==> config.mk <==
export PLATFORM = sky130hd
export DESIGN_NAME = animation_rle_row_decoder_flat
export DESIGN_NICKNAME = d
export VERILOG_FILES = /design/src/rtl/arld_pkg.sv /design/src/rtl/arld_if.sv /design/src/rtl/arld_in_stage.sv /design/src/rtl/arld_decode.sv /design/src/rtl/animation_rle_row_decoder.sv /design/src/flat_wrapper.sv
export SDC_FILE = /design/constraint.sdc
export NUM_CORES = 1
export LEC_CHECK = 0
export CORE_UTILIZATION = 60
export CTS_BUF_LIST = sky130_fd_sc_hd__clkbuf_2 sky130_fd_sc_hd__clkbuf_4 sky130_fd_sc_hd__clkbuf_8
export CTS_CLUSTER_SIZE = 30
export DETAILED_ROUTE_END_ITERATION = 10
export DONT_BUFFER_PORTS = 1
export GPL_ROUTABILITY_DRIVEN = 0
export PLACE_DENSITY = 0.76
export SLEW_MARGIN = 25
export SYNTH_ARGS = -nofsm -noshare
export SYNTH_HDL_FRONTEND = slang
export SYNTH_SLANG_ARGS = --single-unit
export TNS_END_PERCENT = 30
==> constraint.sdc <==
create_clock -name clock -period 5.8 [get_ports clock]
set_clock_uncertainty 0.2 [all_clocks]
set_input_delay 1.16 -clock clock [delete_from_list [all_inputs] [get_ports clock]]
set_output_delay 1.16 -clock clock [all_outputs]
set_load 0.02 [all_outputs]
==> src/rtl/arld_pkg.sv <==
`timescale 1ns / 1ps
package arld_pkg;

   localparam int WORD_W  = 16;
   localparam int COUNT_W = 8;
   localparam int FIRST_W = 16;
   localparam int FPR_W   = 16;

   typedef enum logic [2:0] {
      STATUS_OK          = 3'd0,
      STATUS_ZERO_VALID  = 3'd1,
      STATUS_ZERO_TOTAL  = 3'd2,
      STATUS_VALID_ABOVE = 3'd3,
      STATUS_OVERRUN     = 3'd4
   } status_type;

   // input register contents handed to the decode stage
   typedef struct packed {
      logic              valid;
      logic [WORD_W-1:0] word;
   } in_beat_type;

   typedef struct packed {
      logic signed [WORD_W-1:0]  sample_value;
      logic        [COUNT_W-1:0] repeat_count;
      logic        [FIRST_W-1:0] first_frame;
      logic                      row_done;
      status_type                status;
   } rsp_payload_type;

endpackage

==> src/rtl/arld_if.sv <==
`timescale 1ns / 1ps
interface arld_req_if;
   logic        valid;
   logic        ready;
   logic [15:0] data_word;

   modport source (output valid, output data_word, input ready);
   modport sink   (input valid, input data_word, output ready);
endinterface

interface arld_rsp_if;
   logic               valid;
   logic               ready;
   logic signed [15:0] sample_value;
   logic        [7:0]  repeat_count;
   logic        [15:0] first_frame;
   logic               row_done;
   logic        [2:0]  status;

   modport source (output valid, output sample_value, output repeat_count,
                   output first_frame, output row_done, output status, input ready);
   modport sink   (input valid, input sample_value, input repeat_count,
                   input first_frame, input row_done, input status, output ready);
endinterface

interface arld_csr_if;
   logic        valid;
   logic        ready;
   logic [15:0] frames_per_row;

   modport source (output valid, output frames_per_row, input ready);
   modport sink   (input valid, input frames_per_row, output ready);
endinterface

==> src/rtl/arld_in_stage.sv <==
`timescale 1ns / 1ps
module arld_in_stage (
   input  logic                 clock,
   input  logic                 reset,
   arld_req_if.sink             req,
   input  logic                 advance,
   output arld_pkg::in_beat_type beat
);
   import arld_pkg::*;

   logic              valid_ff, valid_in;
   logic [WORD_W-1:0] word_ff, word_in;

   always_comb begin
      req.ready = !valid_ff || advance;
      valid_in  = valid_ff;
      word_in   = word_ff;
      if (req.ready) begin
         valid_in = req.valid;
         word_in  = req.data_word;
      end
   end

   always_ff @(posedge clock) begin
      if (reset) begin
         valid_ff <= 1'b0;
      end else begin
         valid_ff <= valid_in;
      end
      word_ff <= word_in;
   end

   assign beat.valid = valid_ff;
   assign beat.word  = word_ff;

endmodule

==> src/rtl/arld_decode.sv <==
`timescale 1ns / 1ps
module arld_decode #(
   parameter int FRAME_BITS = 16
) (
   input  logic                 clock,
   input  logic                 reset,
   input  arld_pkg::in_beat_type beat,
   output logic                 advance,
   arld_rsp_if.source           rsp,
   arld_csr_if.sink             csr
);
   import arld_pkg::*;

   localparam int FW = FRAME_BITS + 1;
   localparam int CW = (FW > FPR_W) ? FW : FPR_W;
   localparam int SW = CW + 1;

   logic               expecting_meta_ff, expecting_meta_in;
   logic [COUNT_W-1:0] valid_left_ff, valid_left_in;
   logic [COUNT_W-1:0] pad_frames_ff, pad_frames_in;
   logic [FW-1:0]      frames_done_ff, frames_done_in;
   logic               run_overruns_ff, run_overruns_in;
   logic [FPR_W-1:0]   frames_per_row_ff, frames_per_row_in;
   logic               rsp_valid_ff, rsp_valid_in;
   rsp_payload_type    payload_ff, payload_in;

   logic [COUNT_W-1:0] meta_valid, meta_total, repeat_n;
   logic [FW-1:0]      frames_sum;
   logic               take;
   status_type         meta_status;

   assign csr.ready = 1'b1;
   assign advance   = !rsp_valid_ff || rsp.ready;
   assign take      = beat.valid && advance;

   always_comb begin
      meta_valid = beat.word[COUNT_W-1:0];
      meta_total = beat.word[WORD_W-1:COUNT_W];
      if (meta_valid == '0) begin
         meta_status = STATUS_ZERO_VALID;
      end else if (meta_total == '0) begin
         meta_status = STATUS_ZERO_TOTAL;
      end else if (meta_total < meta_valid) begin
         meta_status = STATUS_VALID_ABOVE;
      end else begin
         meta_status = STATUS_OK;
      end

      // the last sample of a run also stands for the padding frames
      repeat_n   = (valid_left_ff <= COUNT_W'(1)) ? pad_frames_ff + COUNT_W'(1)
                                                  : COUNT_W'(1);
      frames_sum = frames_done_ff + FW'(repeat_n);

      expecting_meta_in = expecting_meta_ff;
      valid_left_in     = valid_left_ff;
      pad_frames_in     = pad_frames_ff;
      frames_done_in    = frames_done_ff;
      run_overruns_in   = run_overruns_ff;
      frames_per_row_in = frames_per_row_ff;
      rsp_valid_in      = rsp_valid_ff && !rsp.ready;
      payload_in        = payload_ff;

      if (csr.valid) begin
         frames_per_row_in = csr.frames_per_row;
      end

      if (take) begin
         if (expecting_meta_ff) begin
            if (meta_status != STATUS_OK) begin
               rsp_valid_in            = 1'b1;
               payload_in.sample_value = '0;
               payload_in.repeat_count = '0;
               payload_in.first_frame  = FIRST_W'(frames_done_ff);
               payload_in.row_done     = 1'b1;
               payload_in.status       = meta_status;
               frames_done_in          = '0;
               valid_left_in           = '0;
               pad_frames_in           = '0;
               run_overruns_in         = 1'b0;
            end else begin
               valid_left_in     = meta_valid;
               pad_frames_in     = meta_total - meta_valid;
               run_overruns_in   = (SW'(frames_done_ff) + SW'(meta_total))
                                   > SW'(frames_per_row_ff);
               expecting_meta_in = 1'b0;
            end
         end else begin
            rsp_valid_in            = 1'b1;
            payload_in.sample_value = beat.word;
            payload_in.repeat_count = repeat_n;
            payload_in.first_frame  = FIRST_W'(frames_done_ff);
            payload_in.row_done     = 1'b0;
            payload_in.status       = STATUS_OK;
            frames_done_in          = frames_sum;
            valid_left_in           = valid_left_ff - COUNT_W'(1);
            if (valid_left_ff == COUNT_W'(1)) begin
               expecting_meta_in = 1'b1;
               pad_frames_in     = '0;
               run_overruns_in   = 1'b0;
               if (run_overruns_ff) begin
                  payload_in.row_done = 1'b1;
                  payload_in.status   = STATUS_OVERRUN;
                  frames_done_in      = '0;
               end else if (CW'(frames_sum) == CW'(frames_per_row_ff)) begin
                  payload_in.row_done = 1'b1;
                  frames_done_in      = '0;
               end
            end
         end
      end
   end

   always_ff @(posedge clock) begin
      if (reset) begin
         expecting_meta_ff <= 1'b1;
         valid_left_ff     <= '0;
         pad_frames_ff     <= '0;
         frames_done_ff    <= '0;
         run_overruns_ff   <= 1'b0;
         frames_per_row_ff <= FPR_W'(1);
         rsp_valid_ff      <= 1'b0;
      end else begin
         expecting_meta_ff <= expecting_meta_in;
         valid_left_ff     <= valid_left_in;
         pad_frames_ff     <= pad_frames_in;
         frames_done_ff    <= frames_done_in;
         run_overruns_ff   <= run_overruns_in;
         frames_per_row_ff <= frames_per_row_in;
         rsp_valid_ff      <= rsp_valid_in;
      end
      payload_ff <= payload_in;
   end

   assign rsp.valid        = rsp_valid_ff;
   assign rsp.sample_value = payload_ff.sample_value;
   assign rsp.repeat_count = payload_ff.repeat_count;
   assign rsp.first_frame  = payload_ff.first_frame;
   assign rsp.row_done     = payload_ff.row_done;
   assign rsp.status       = payload_ff.status;

endmodule

==> src/rtl/animation_rle_row_decoder.sv <==
`timescale 1ns / 1ps
// channel  dir  payload                                               beat when
// req      in   data_word                                             valid && ready
// rsp      out  sample_value repeat_count first_frame row_done status valid && ready
// csr      in   frames_per_row                                        valid && ready
//
// one word accepted per cycle while rsp is not stalled; a sample result passes from its
// beat through the input register, then decode logic into the result register
// meta words that pass the checks give no result
// reset clears the run state, the result valid and sets frames_per_row to 1
// a stalled rsp holds its beat; req ready then drops once the input register is full
module animation_rle_row_decoder #(
   parameter int FRAME_BITS = 16
) (
   input  logic       clock,
   input  logic       reset,
   arld_req_if.sink   req,
   arld_rsp_if.source rsp,
   arld_csr_if.sink   csr
);
   import arld_pkg::*;

   in_beat_type beat;
   logic        advance;

   arld_in_stage u_in_stage (
      .clock   (clock),
      .reset   (reset),
      .req     (req),
      .advance (advance),
      .beat    (beat)
   );

   arld_decode #(
      .FRAME_BITS (FRAME_BITS)
   ) u_decode (
      .clock   (clock),
      .reset   (reset),
      .beat    (beat),
      .advance (advance),
      .rsp     (rsp),
      .csr     (csr)
   );

endmodule

==> src/flat_wrapper.sv <==
// flat-port wrapper written by rule: the top's interface ports become plain ports
module animation_rle_row_decoder_flat import arld_pkg::*;
#(
   parameter int FRAME_BITS = 16
)
  (clock, reset, req_valid, req_data_word, req_ready, rsp_valid, rsp_sample_value, rsp_repeat_count, rsp_first_frame, rsp_row_done, rsp_status, rsp_ready, csr_valid, csr_frames_per_row, csr_ready);
  arld_req_if req_i ();
  arld_rsp_if rsp_i ();
  arld_csr_if csr_i ();
  input  logic clock;
  input  logic reset;
  input wire logic [$bits(req_i.valid)-1:0] req_valid;
  input wire logic [$bits(req_i.data_word)-1:0] req_data_word;
  output wire logic [$bits(req_i.ready)-1:0] req_ready;
  output wire logic [$bits(rsp_i.valid)-1:0] rsp_valid;
  output wire logic [$bits(rsp_i.sample_value)-1:0] rsp_sample_value;
  output wire logic [$bits(rsp_i.repeat_count)-1:0] rsp_repeat_count;
  output wire logic [$bits(rsp_i.first_frame)-1:0] rsp_first_frame;
  output wire logic [$bits(rsp_i.row_done)-1:0] rsp_row_done;
  output wire logic [$bits(rsp_i.status)-1:0] rsp_status;
  input wire logic [$bits(rsp_i.ready)-1:0] rsp_ready;
  input wire logic [$bits(csr_i.valid)-1:0] csr_valid;
  input wire logic [$bits(csr_i.frames_per_row)-1:0] csr_frames_per_row;
  output wire logic [$bits(csr_i.ready)-1:0] csr_ready;
  assign req_i.valid = req_valid;
  assign req_i.data_word = req_data_word;
  assign req_ready = req_i.ready;
  assign rsp_valid = rsp_i.valid;
  assign rsp_sample_value = rsp_i.sample_value;
  assign rsp_repeat_count = rsp_i.repeat_count;
  assign rsp_first_frame = rsp_i.first_frame;
  assign rsp_row_done = rsp_i.row_done;
  assign rsp_status = rsp_i.status;
  assign rsp_i.ready = rsp_ready;
  assign csr_i.valid = csr_valid;
  assign csr_i.frames_per_row = csr_frames_per_row;
  assign csr_ready = csr_i.ready;
  animation_rle_row_decoder #(.FRAME_BITS(FRAME_BITS)) u_core (.clock(clock), .reset(reset), .req(req_i), .rsp(rsp_i), .csr(csr_i));
endmodule
==> impl_results.md, run 1 <==
- HPWL Detailed: between 10 and 15 mm
- Die Y: 106 um
- Worst-path cell chain: or3_1, nor4_1, o21ai_0, buf_4, nor2_1, ha_1, a21oi_1, nand2_1, o21ai_1, or3_1, o2111ai_1, nor4_2, o211ai_2, nand4_1, o21ai_0
- Iteration-0 DRC Markers: 339
- # hold bufs at CTS: 0
- Main synth FF type: edfxtp_1
- Die area: approximately 11000 um2
- # setup viols final: 0
- Hold EP: u_core.u_decode.frames_per_row_ff[10]$_SDFFE_PP0P_
- Total core area: approximately 10000 um2
- Worst r2r src: u_core.u_decode.valid_left_ff[2]$_SDFFE_PP0P_
- DR vias: between 5000 and 6000
- Final-report hold violation count: 0
- Syn Inst Count: between 600 and 700
- CP required: about 5.9 ns
- Crit end category: register
- Vias in the first global route: just under 5000
- # fillers: a little over 800
- Detailed Routing Iterations Pass 1: 5
- CTS tree: yes
- Slew Limit Fails: 0
- Crit start category: register
- Period utilization: 0.799
- H-tree levels: 4
- Top Ports: 84
- Worst hold path type: reg -> reg
- Layout Cells excl Fill: between 800 and 900
- Rel. slew slack: 0.396
- Post-synthesis xor/xnor area fraction: 0.0713
- # nets final: between 700 and 800
- Post-route ant nets: 0
- Cell family with the largest share of critical-path delay: simple AND/OR/NAND/NOR gates
- Pwr per Cell Area: approximately 270 nW/um2
- Post-route minimum period: about 4.6 ns
- Sequential cell area fraction in the yosys report: 0.439
- Clock Root Buffer: clkbuf_8
- Post-synthesis async set-or-reset flop share: 0
- FF-to-FF path depth: 15
- DR WL/cell: 18.5 um
- Clock buffer count from CTS: 17
- Diode count: 0
- DR vias/cell: 6.24
- Starting Density: 0.625
- Hold wc startpoint: u_core.u_decode.frames_per_row_ff[10]$_SDFFE_PP0P_
- Clock Tree Buf Depth: 2
- Distinct cells, synth: between 50 and 60
- GRT Total Usage: 0.285
- Crit path max fanout: 15
- Worst r2r dst: u_core.u_decode.frames_done_ff[4]$_SDFFE_PP0P_
- Synth Area in Compound Gates: 0.148
- Leak pwr: 2.72 nW
- Final WL: 15.4 mm
- Initial antenna violation count: 0
- Warning count from the yosys run: 0
- Clock transition at the registers of the reported paths: around 0.070 ns
- Area Overhead vs Synth: 7.30%
- CTS-repair resized insts: 0
- DRC viols: 0
- Peak VDD IR: between 0.2 and 0.25 mV
- Power consumption: 0.00191 W
- CTS Sinks: around 110
- Yosys top cell by area: edfxtp_1
- Final Core Density: 0.671
- Port buffer count: 0
- Share of the synthesized area in the top cell type: 0.277
- Crit path from: u_core.u_decode.valid_left_ff[2]$_SDFFE_PP0P_
- Synth top area cells: edfxtp_1, dfxtp_1, ha_1
- Peak Freq: ~220 MHz
- #FFs+latches synth: 113
- Worst path max stage delay: between 0.4 and 0.5 ns
- Post-Synth Adder-Cell Area: 0.0918
- Largest net degree at the start of global routing: between 40 and 50
- Synthesized area: 6510 um2
- Status: finished, final reports clean
- Max stage delay cell, worst path: o21ai_1
- Placed insts: roughly 800
- Worst reg-to-reg setup slack: approximately 1.2 ns
- Main combinational cell family by area after synthesis: simple AND/OR/NAND/NOR gates
- Post-Synth Simple-Gate Area: 0.176
- Post-synth EDFFs: 60
- First-pass GRT wire length: approximately 25 mm
- Clock Latency Late Sink: 0.44 ns
- Mux contribution to synthesized area: 0.0277
- Post-Syn Nets: slightly below 800
- Setup_tns: 0 ns
- RSZ-0062 raised after global routing: false
- Worst-Margin Slew: between 0.9 and 1 ns
- Synthesized area per cell: approximately 9.4 um2
- Min-Delay Path Depth: 2
- Bufs and invs on worst path: 1
- Core Rows: 37
- Final global-route overflow total: 0
- Layout cells sized above 1: 0.0763
- Critical path class: reg -> reg
- Die W: between 100 and 150 um
- Setup bufs post-CTS: 0
- Max Cap Viol: 0
- Worst Path Arrival: 4.74 ns
[power breakdown]
part | internal, W | switching (W) | leakage, nW | total [W]
combinational | 0.0000784 | 0.000122 | 1.52 | 0.000201
clock | 0.000433 | 0.000339 | 0.189 | 0.000771
sequential | 0.000883 | 0.0000512 | 1.02 | 0.000934
[metal layers]
| layer | vias up | track usage | part of all wire |
|---|---|---|---|
| li1 | 2458 | - | - |
| met1 | 2428 | 0.396 | 0.45 |
| met2 | 244 | 0.423 | 0.44 |
| met3 | 53 | 0.0632 | 0.078 |
| met4 | 0 | 0.134 | 0.033 |
| met5 | - | 0 | 0 |
[logic make-up (layout without fill, tap and decap cells)]
kind of cell	after synthesis	after routing
AOI/OAI and AO/OA	148	148
buffers and inverters	71	76
adders and majority gates	46	46
DFF	113	113
and+or+nand+nor	240	240
xor gates and xnor gates	53	53
other	1	1
muxes	18	18
[per-stage QoR]
step           hold WS, ns  setup slack (ns)  cell area (um2)
6_report             0.302              1.17             6990
3_3_place_gp         0.275              1.54             6580
2_1_floorplan        0.203              1.81             6520
4_1_cts              0.309              1.33             6990
5_1_grt              0.335             0.857             6990
3_5_place_dp         0.286              1.36             6580
[cells in the final DEF, fill, tap and decap left out, types with 17 or more instances in the layout]
master	synthesis	layout
ha_1	43	43
dfxtp_1	53	53
nor2_1	82	82
o21ai_0	28	28
xnor2_1	32	32
nor3_1	26	26
xor2_1	21	21
clkbuf_8	0	17
a21oi_1	48	48
inv_1	39	39
edfxtp_1	60	60
nand2_1	49	49
nand4_1	18	18
mux2i_1	18	18
[Yosys cell counts (6+ instances only)]
cell and number:
a21o_1 16, a21oi_1 48, a31oi_1 8, buf_2 9
clkbuf_1 18, dfxtp_1 53, edfxtp_1 60, ha_1 43
inv_1 39, mux2i_1 18, nand2_1 49, nand3_1 15
nand4_1 18, nor2_1 82, nor2b_1 16, nor3_1 26
nor4_1 9, o21a_1 6, o21ai_0 28, xnor2_1 32
xor2_1 21
[layout make-up]
cell class	count	area [um2]	area share
clock buffers	19	249	0.0356
clock inverters	13	161	0.0231
inverters	40	150	0.0215
multi-input cells	506	3370	0.482
flip-flops and latches	113	2860	0.410
well taps	136	170	0.0243
repair buffers	4	30.0	0.00430
[sequential cells by signal, summed over array words and instances (netlist names), 3 cells and up]
| register | cells |
|---|---|
| u_core.u_decode.frames_done_ff | 17 |
| u_core.u_decode.frames_per_row_ff | 16 |
| u_core.u_decode.rsp.first_frame | 16 |
| u_core.u_decode.rsp.sample_value | 16 |
| u_core.u_in_stage.word_ff | 16 |
| u_core.u_decode.pad_frames_ff | 8 |
| u_core.u_decode.rsp.repeat_count | 8 |
| u_core.u_decode.valid_left_ff | 8 |
| u_core.u_decode.rsp.status | 3 |
[worst max path at each step]
stage | cells past startpoint | end | slack, ns
6_report | 15 | u_core.u_decode.frames_done_ff[4]$_SDFFE_PP0P_ | 1.17
5_1_grt | 15 | u_core.u_decode.frames_done_ff[4]$_SDFFE_PP0P_ | 0.86
4_1_cts | 14 | u_core.u_decode.frames_done_ff[4]$_SDFFE_PP0P_ | 1.33
3_5_place_dp | 14 | u_core.u_decode.frames_done_ff[4]$_SDFFE_PP0P_ | 1.36
3_3_place_gp | 14 | u_core.u_decode.frames_done_ff[4]$_SDFFE_PP0P_ | 1.54
2_1_floorplan | 14 | u_core.u_decode.frames_done_ff[2]$_SDFFE_PP0P_ | 1.81
[tightest hold or removal path, stage by stage, from the launching register on]
cell and delay (ns):
dfxtp_1 0.33, mux2i_1 0.07, nor2_1 0.07
Note: power is estimated with default switching activity, not from simulation.
==> run 2: changes to the inputs <==
- ABC_AREA: not set -> 1
- clock period: 5.8 -> 4.5 ns (I/O delays scaled with it)
==> impl_results.md, run 2 <==
- Max Cap Viol: 0 (unchanged)
- Total core area: 10900 um2 (+4.5%)
- Synth Area in Compound Gates: 0.129 (-0.0195)
- HPWL Detailed: 12.3 mm (+8.5%)
- Port buffer count: 0 (unchanged)
- Synth top area cells: edfxtp_1, dfxtp_1, nand2_1
- Synthesized area per cell: 8.01 um2 (-15%)
- Largest net degree at the start of global routing: 57 (+27%)
- Clock network fraction of design power: 0.348 (-0.057)
- Share of the synthesized area in the top cell type: 0.268 (-0.00824)
- Post-Synth Simple-Gate Area: 0.249 (+0.0721)
- Detailed Routing Iterations Pass 1: 5 (unchanged)
- Distinct cells, synth: 47 (-19%)
- Worst-path cell chain: inv_1, ha_1, nand2_1, a21oi_1, inv_2, nor2_1, inv_1, fa_1, inv_1, nand3_1, nand2_2, nand2_1, nand2_1, nand2_1, nand3_1, nand2_1, nor2_1, nand3_2, nor2_4, nand3_4, nand3_1, a21oi_1
- Final WL: 16.4 mm (+6.8%)
- Crit end category: register
- Die area: 11600 um2 (+3.0%)
- Top Ports: 84 (unchanged)
- Commonest cells post-synth: nand2_1, inv_1, a21oi_1, nand3_1, edfxtp_1
- Worst path max stage delay: 0.43 ns (-0.03 ns)
- Core Rows: 38 (+2.7%)
- Rel. slew slack: 0.374 (-0.0223)
- Peak Freq: 243 MHz (+12%)
- DR WL/cell: 16.6 um (-10%)
- Synthesized area: 6720 um2 (+3.1%)
- Layout cells sized above 1: 0.0978 (+0.0215)
- Final Core Density: 0.661 (-0.0105)
- DRC viols: 0 (unchanged)
- Clock Latency Late Sink: 0.44 ns (about the same)
- Iteration-0 DRC Markers: 463 (+37%)
- Vias in the first global route: 5333 (+8.2%)
- Switching fraction of total power: 0.320 (+0.0514)
- Main combinational cell family by area after synthesis: simple AND/OR/NAND/NOR gates
- Starting Density: 0.617 (-0.00871)
- Commonest non-fill, non-tap cell in the layout: nand2_1
- Most frequent cell after synthesis: nand2_1
- Syn Inst Count: 838 (+21%)
- Leak pwr: 3.12 nW (+14%)
- # setup viols final: 0 (unchanged)
- Post-route minimum period: 4.12 ns (-0.513 ns)
- Final global-route overflow total: 0 (unchanged)
- DR vias/cell: 5.86 (-6.1%)
- RSZ-0062 raised after global routing: false
- Worst hold path type: reg -> reg
- Area Overhead vs Synth: 7.12%
- Post-synth EDFFs: 60 (unchanged)
- Die W: 108 um (+1.5%)
- Internal power: 0.00174 W (+25%)
- Peak VDD IR: 0.275 mV (+25%)
- Worst Path Arrival: 4.23 ns (-0.51 ns)
- Largest register FFs: 17 (unchanged)
- Post-route ant nets: 0 (unchanged)
- # fillers: 878 (+7.1%)
- Period utilization: 0.916 (+0.117)
- Setup_tns: 0 ns (unchanged)
- Crit start category: register
- Hold slack: 0.289 ns (-0.0124 ns)
- Crit path max fanout: 17 (+2)
- Clock Root Buffer: clkbuf_8
- Most frequent CP cell: nand2_1
- Largest Register: u_core.u_decode.frames_done_ff
- Main synth FF type: edfxtp_1
- CP required: 4.61 ns (-1.30 ns)
- Register share of total power: 0.485 (-0.005)
- Post-synthesis async set-or-reset flop share: 0 (unchanged)
- Placed inst area: 6820 um2 (+3.8%)
- # nets final: 919 (+20%)
- H-tree levels: 4 (unchanged)
- Max stage delay cell, worst path: fa_1
- Initial antenna violation count: 0 (unchanged)
- First-pass GRT wire length: 26.1 mm (+5.4%)
- CTS tree: yes
- Post-route setup slack: 0.379 ns (-0.787 ns)
- Diode count: 0 (unchanged)
- Die Y: 108 um (+1.5%)
- Slew Limit Fails: 0 (unchanged)
- DR vias: 5792 (+12%)
- Final-report hold violation count: 0 (unchanged)
- Warning count from the yosys run: 0 (unchanged)
- Post-synthesis xor/xnor area fraction: 0.0222 (-0.0491)
- Clock buffer count from CTS: 17 (unchanged)
- Yosys top cell by area: edfxtp_1
- Post-Syn Nets: 921 (+19%)
- DP Worst Slack: 0.384 ns (-0.976 ns)
- Post-Synth Adder-Cell Area: 0.0891 (-0.00274)
- Clock transition at the registers of the reported paths: 0.08 ns (about the same)
- Clock Tree Buf Depth: 2 (unchanged)
- Status: finished, final reports clean
- Design Area, Final: 7190 um2 (+2.9%)
- Critical path class: reg -> reg
- CTS Sinks: 113 (unchanged)
- Highest-count cells in the layout ignoring fill and taps: nand2_1, inv_1, a21oi_1
- Sequential cell area fraction in the yosys report: 0.426 (-0.0131)
- Pwr per Cell Area: 356 nW/um2 (+31%)
- Net switching power: 0.000820 W (+60%)
- Setup bufs post-CTS: 0 (unchanged)
- #FFs+latches synth: 113 (unchanged)
- GRT Total Usage: 0.297 (+0.0121)
- Worst-Margin Slew: 0.934 ns (+0.0299 ns)
- Comb pwr share: 0.167 (+0.062)
- Mux contribution to synthesized area: 0 (-0.0277)
run 2: per-stage QoR:
stage,total power (W),std cells
CTS,0.00256,989
floorplan,0.00157,838
detailed placement,0.00168,957
global route,0.00267,989
global placement,0.00166,957
finish,0.00256,989
run 2: final timing paths:
path / depth (start not counted) / endpoint / slack, ns / from
hold / removal: 2 / u_core.u_decode.pad_frames_ff[3]$_SDFFE_PP0P_ / 0.29 / u_core.u_decode.pad_frames_ff[3]$_SDFFE_PP0P_
hold reg to reg: 2 / u_core.u_decode.pad_frames_ff[3]$_SDFFE_PP0P_ / 0.29 / u_core.u_decode.pad_frames_ff[3]$_SDFFE_PP0P_
setup reg to reg: 22 / u_core.u_decode.frames_done_ff[6]$_SDFFE_PP0P_ / 0.38 / u_core.u_decode.valid_left_ff[0]$_SDFFE_PP0P_
setup / recovery: 22 / u_core.u_decode.frames_done_ff[6]$_SDFFE_PP0P_ / 0.38 / u_core.u_decode.valid_left_ff[0]$_SDFFE_PP0P_
run 2: logic make-up after synthesis:
family          after synthesis
compound gates              157
xor+xnor                     17
buf+inv                     145
other cells                   1
flops                       113
simple gates                359
fa+ha+maj                    46
run 2: per-layer routing:
metal,routed length [um],global-route usage
met5,0,0
met4,299,0.113
met3,1230,0.0660
met2,7730,0.468
met1,7150,0.397
run 2: power groups by stage:
stage	clock (W)	sequential, W	combinational, W
2_1_floorplan	0	0.00124	0.000330
3_3_place_gp	0	0.00126	0.000397
3_5_place_dp	0	0.00126	0.000414
4_1_cts	0.000900	0.00124	0.000419
5_1_grt	0.000946	0.00125	0.000477
6_report	0.000892	0.00124	0.000428
run 2: cell type report:
class | count | area, um2 | share of cell area
multi-input cells | 580 | 3300 | 0.458
inverters | 121 | 454 | 0.0631
clock inverters | 15 | 135 | 0.0188
well taps | 140 | 175 | 0.0244
clock buffers | 17 | 234 | 0.0325
repair buffers | 3 | 35.0 | 0.00487
flip-flops and latches | 113 | 2860 | 0.398
run 2: critical path, delay by kind of cell (launching register included):
family	cells	cell delay, ns
adder cells (fa/ha/maj)	2	0.62
buffers and inverters	4	0.52
AND/OR/NAND/NOR	14	1.87
flip-flops	1	0.34
AO/OA/AOI/OAI	2	0.42
run 2: timing repair:
action,4_1_cts,5_1_grt
gates resized for setup,0,1
hold buffers,0,0
setup endpoints to repair,0,6
==> run 3: changes to the inputs <==
- clock period: 4.5 -> 4.4 ns (I/O delays scaled with it)
==> impl_results.md, run 3 (synthesis gave the netlist of run 2 again) <==
- Status: finished, final reports clean
- Worst-Margin Slew: 0.931 ns (-0.00247 ns)
- Layout cells sized above 1: 0.0976 (-0.000115)
- Port buffer count: 0 (unchanged)
- # fillers: 890 (+1.4%)
- Final WL: 16.6 mm (+1.1%)
- Highest-count cells in the layout ignoring fill and taps: nand2_1, inv_1, a21oi_1
- Layout Cells excl Fill: 990 (+0.10%)
- Detailed Routing Iterations Pass 1: 6 (+1)
- Die area: 11600 um2 (unchanged)
- Die W: 108 um (unchanged)
- Final global-route overflow total: 0 (unchanged)
- Iteration-0 DRC Markers: 471 (+1.7%)
- Clock transition at the registers of the reported paths: 0.07 ns (about the same)
- Crit end category: register
- Internal power: 0.00190 W (+8.8%)
- # nets final: 920 (+0.11%)
- DR vias/cell: 5.90 (+0.71%)
- # setup viols final: 0 (unchanged)
- Clock network fraction of design power: 0.371 (+0.023)
- Max Cap Viol: 0 (unchanged)
- # hold bufs at CTS: 0 (unchanged)
- Area Overhead vs Synth: 7.83%
- H-tree levels: 4 (unchanged)
- Comb pwr share: 0.162 (-0.005)
- Largest Register: u_core.u_decode.frames_done_ff
- Largest net degree at the start of global routing: 57 (unchanged)
- Critical path class: reg -> reg
- DRC viols: 0 (unchanged)
- Final Core Density: 0.665 (+0.00437)
- Crit start category: register
- Total core area: 10900 um2 (unchanged)
- Slew Limit Fails: 0 (unchanged)
- First-pass GRT wire length: 26.4 mm (+1.2%)
- CTS Sinks: 113 (unchanged)
- CTS tree: yes
- Clock buffer count from CTS: 17 (unchanged)
- Top Ports: 84 (unchanged)
- Leak pwr: 3.13 nW (+0.40%)
- Worst reg-to-reg setup slack: 0.38 ns (about the same)
- Initial antenna violation count: 0 (unchanged)
- GRT Total Usage: 0.299 (+0.00208)
- Post-route setup slack: 0.380 ns (+0.000550 ns)
- DR vias: 5839 (+0.81%)
- Clock Tree Buf Depth: 2 (unchanged)
- Register share of total power: 0.467 (-0.018)
- Clock Latency Late Sink: 0.45 ns (about the same)
- DR WL/cell: 16.8 um (+1.0%)
- Crit path max fanout: 17 (unchanged)
- Setup bufs post-CTS: 0 (unchanged)
- Power consumption: 0.00272 W (+6.1%)
- Post-route minimum period: 4.02 ns (-0.101 ns)
- Diode count: 0 (unchanged)
- Pwr per Cell Area: 375 nW/um2 (+5.4%)
- Worst Path Arrival: 4.15 ns (-0.08 ns)
- Commonest non-fill, non-tap cell in the layout: nand2_1
- Die Y: 108 um (unchanged)
- Peak VDD IR: 0.271 mV (-1.2%)
- CP required: 4.53 ns (-0.08 ns)
- Vias in the first global route: 5433 (+1.9%)
- Starting Density: 0.617 (unchanged)
- Placed insts: 958 (+0.10%)
- DP Worst Slack: 0.289 ns (-0.0945 ns)
- HPWL Detailed: 12.4 mm (+0.85%)
- Post-route ant nets: 0 (unchanged)
- RSZ-0062 raised after global routing: false
- Core Rows: 38 (unchanged)
- Peak Freq: 249 MHz (+2.5%)
- Largest register FFs: 17 (unchanged)
- Final-report hold violation count: 0 (unchanged)
- Clock Root Buffer: clkbuf_8
- Net switching power: 0.000823 W (+0.35%)
- Switching fraction of total power: 0.303 (-0.0174)
- Period utilization: 0.914 (-0.00204)
- Worst hold path type: reg -> reg
- Setup_tns: 0 ns (unchanged)
- Rel. slew slack: 0.375 (+0.00166)
==> run 3: final cells by class <==
type,count,area (um2),area share
sequential,113,2860,0.395
clock inverter,14,164,0.0226
tap,140,175,0.0242
timing repair buffer,4,42.5,0.00588
clock buffer,18,241,0.0334
inverter,121,454,0.0627
multi-input combinational,580,3300,0.456
==> run 3: worst paths after layout <==
| path | start | end | cells after the start |
|---|---|---|---|
| setup reg to reg | u_core.u_decode.valid_left_ff[0]$_SDFFE_PP0P_ | u_core.u_decode.frames_done_ff[2]$_SDFFE_PP0P_ | 22 |
| hold reg to reg | u_core.u_decode.pad_frames_ff[3]$_SDFFE_PP0P_ | u_core.u_decode.pad_frames_ff[3]$_SDFFE_PP0P_ | 2 |
| hold / removal | u_core.u_decode.pad_frames_ff[3]$_SDFFE_PP0P_ | u_core.u_decode.pad_frames_ff[3]$_SDFFE_PP0P_ | 2 |
| setup / recovery | u_core.u_decode.valid_left_ff[0]$_SDFFE_PP0P_ | u_core.u_decode.frames_done_ff[2]$_SDFFE_PP0P_ | 22 |
==> run 3: power by group through the flow <==
stage               Sequential [W]  Combinational, W  Clock, W
finish                     0.00127          0.000442   0.00101
global route               0.00128          0.000496   0.00106
CTS                        0.00127          0.000434   0.00102
detailed placement         0.00129          0.000428         0
global placement           0.00129          0.000408         0
floorplan                  0.00127          0.000338         0
==> run 3: repair_timing <==
item / 4_1_cts / 5_1_grt
setup endpoints to repair: 0 / 17
gates resized for setup: 0 / 2
endpoints found under the hold margin: 0 / 0
==> run 3: through the flow <==
stage | hold WS, ns | instance area, um2
3_5_place_dp | 0.271 | 6830
2_1_floorplan | 0.209 | 6720
3_3_place_gp | 0.274 | 6820
4_1_cts | 0.282 | 7240
6_report | 0.286 | 7240
5_1_grt | 0.276 | 7240
==> run 3: worst max-delay path, stage by stage (launching register included) <==
cell	delay, ns
dfxtp_1	0.34
inv_1	0.11
ha_1	0.19
nand2_1	0.13
a21oi_2	0.24
inv_2	0.14
nor2_1	0.16
inv_1	0.09
fa_1	0.41
inv_1	0.12
nand3_1	0.12
nand2_2	0.14
nand2_1	0.10
nand2_1	0.12
nand2_1	0.10
nand3_1	0.08
nand2_1	0.06
nor2_1	0.23
nand3_2	0.13
nor2_4	0.14
nand3_4	0.27
nand3_1	0.17
a21oi_1	0.08
==> run 3: layer usage <==
metal,vias to the layer above,wire length [um],GRT usage,share of wire
met2,272,7640,0.462,0.46
met4,0,577,0.149,0.035
li1,2808,-,-,-
met5,-,0,0,0
met1,2705,6950,0.390,0.42
met3,54,1430,0.0726,0.086
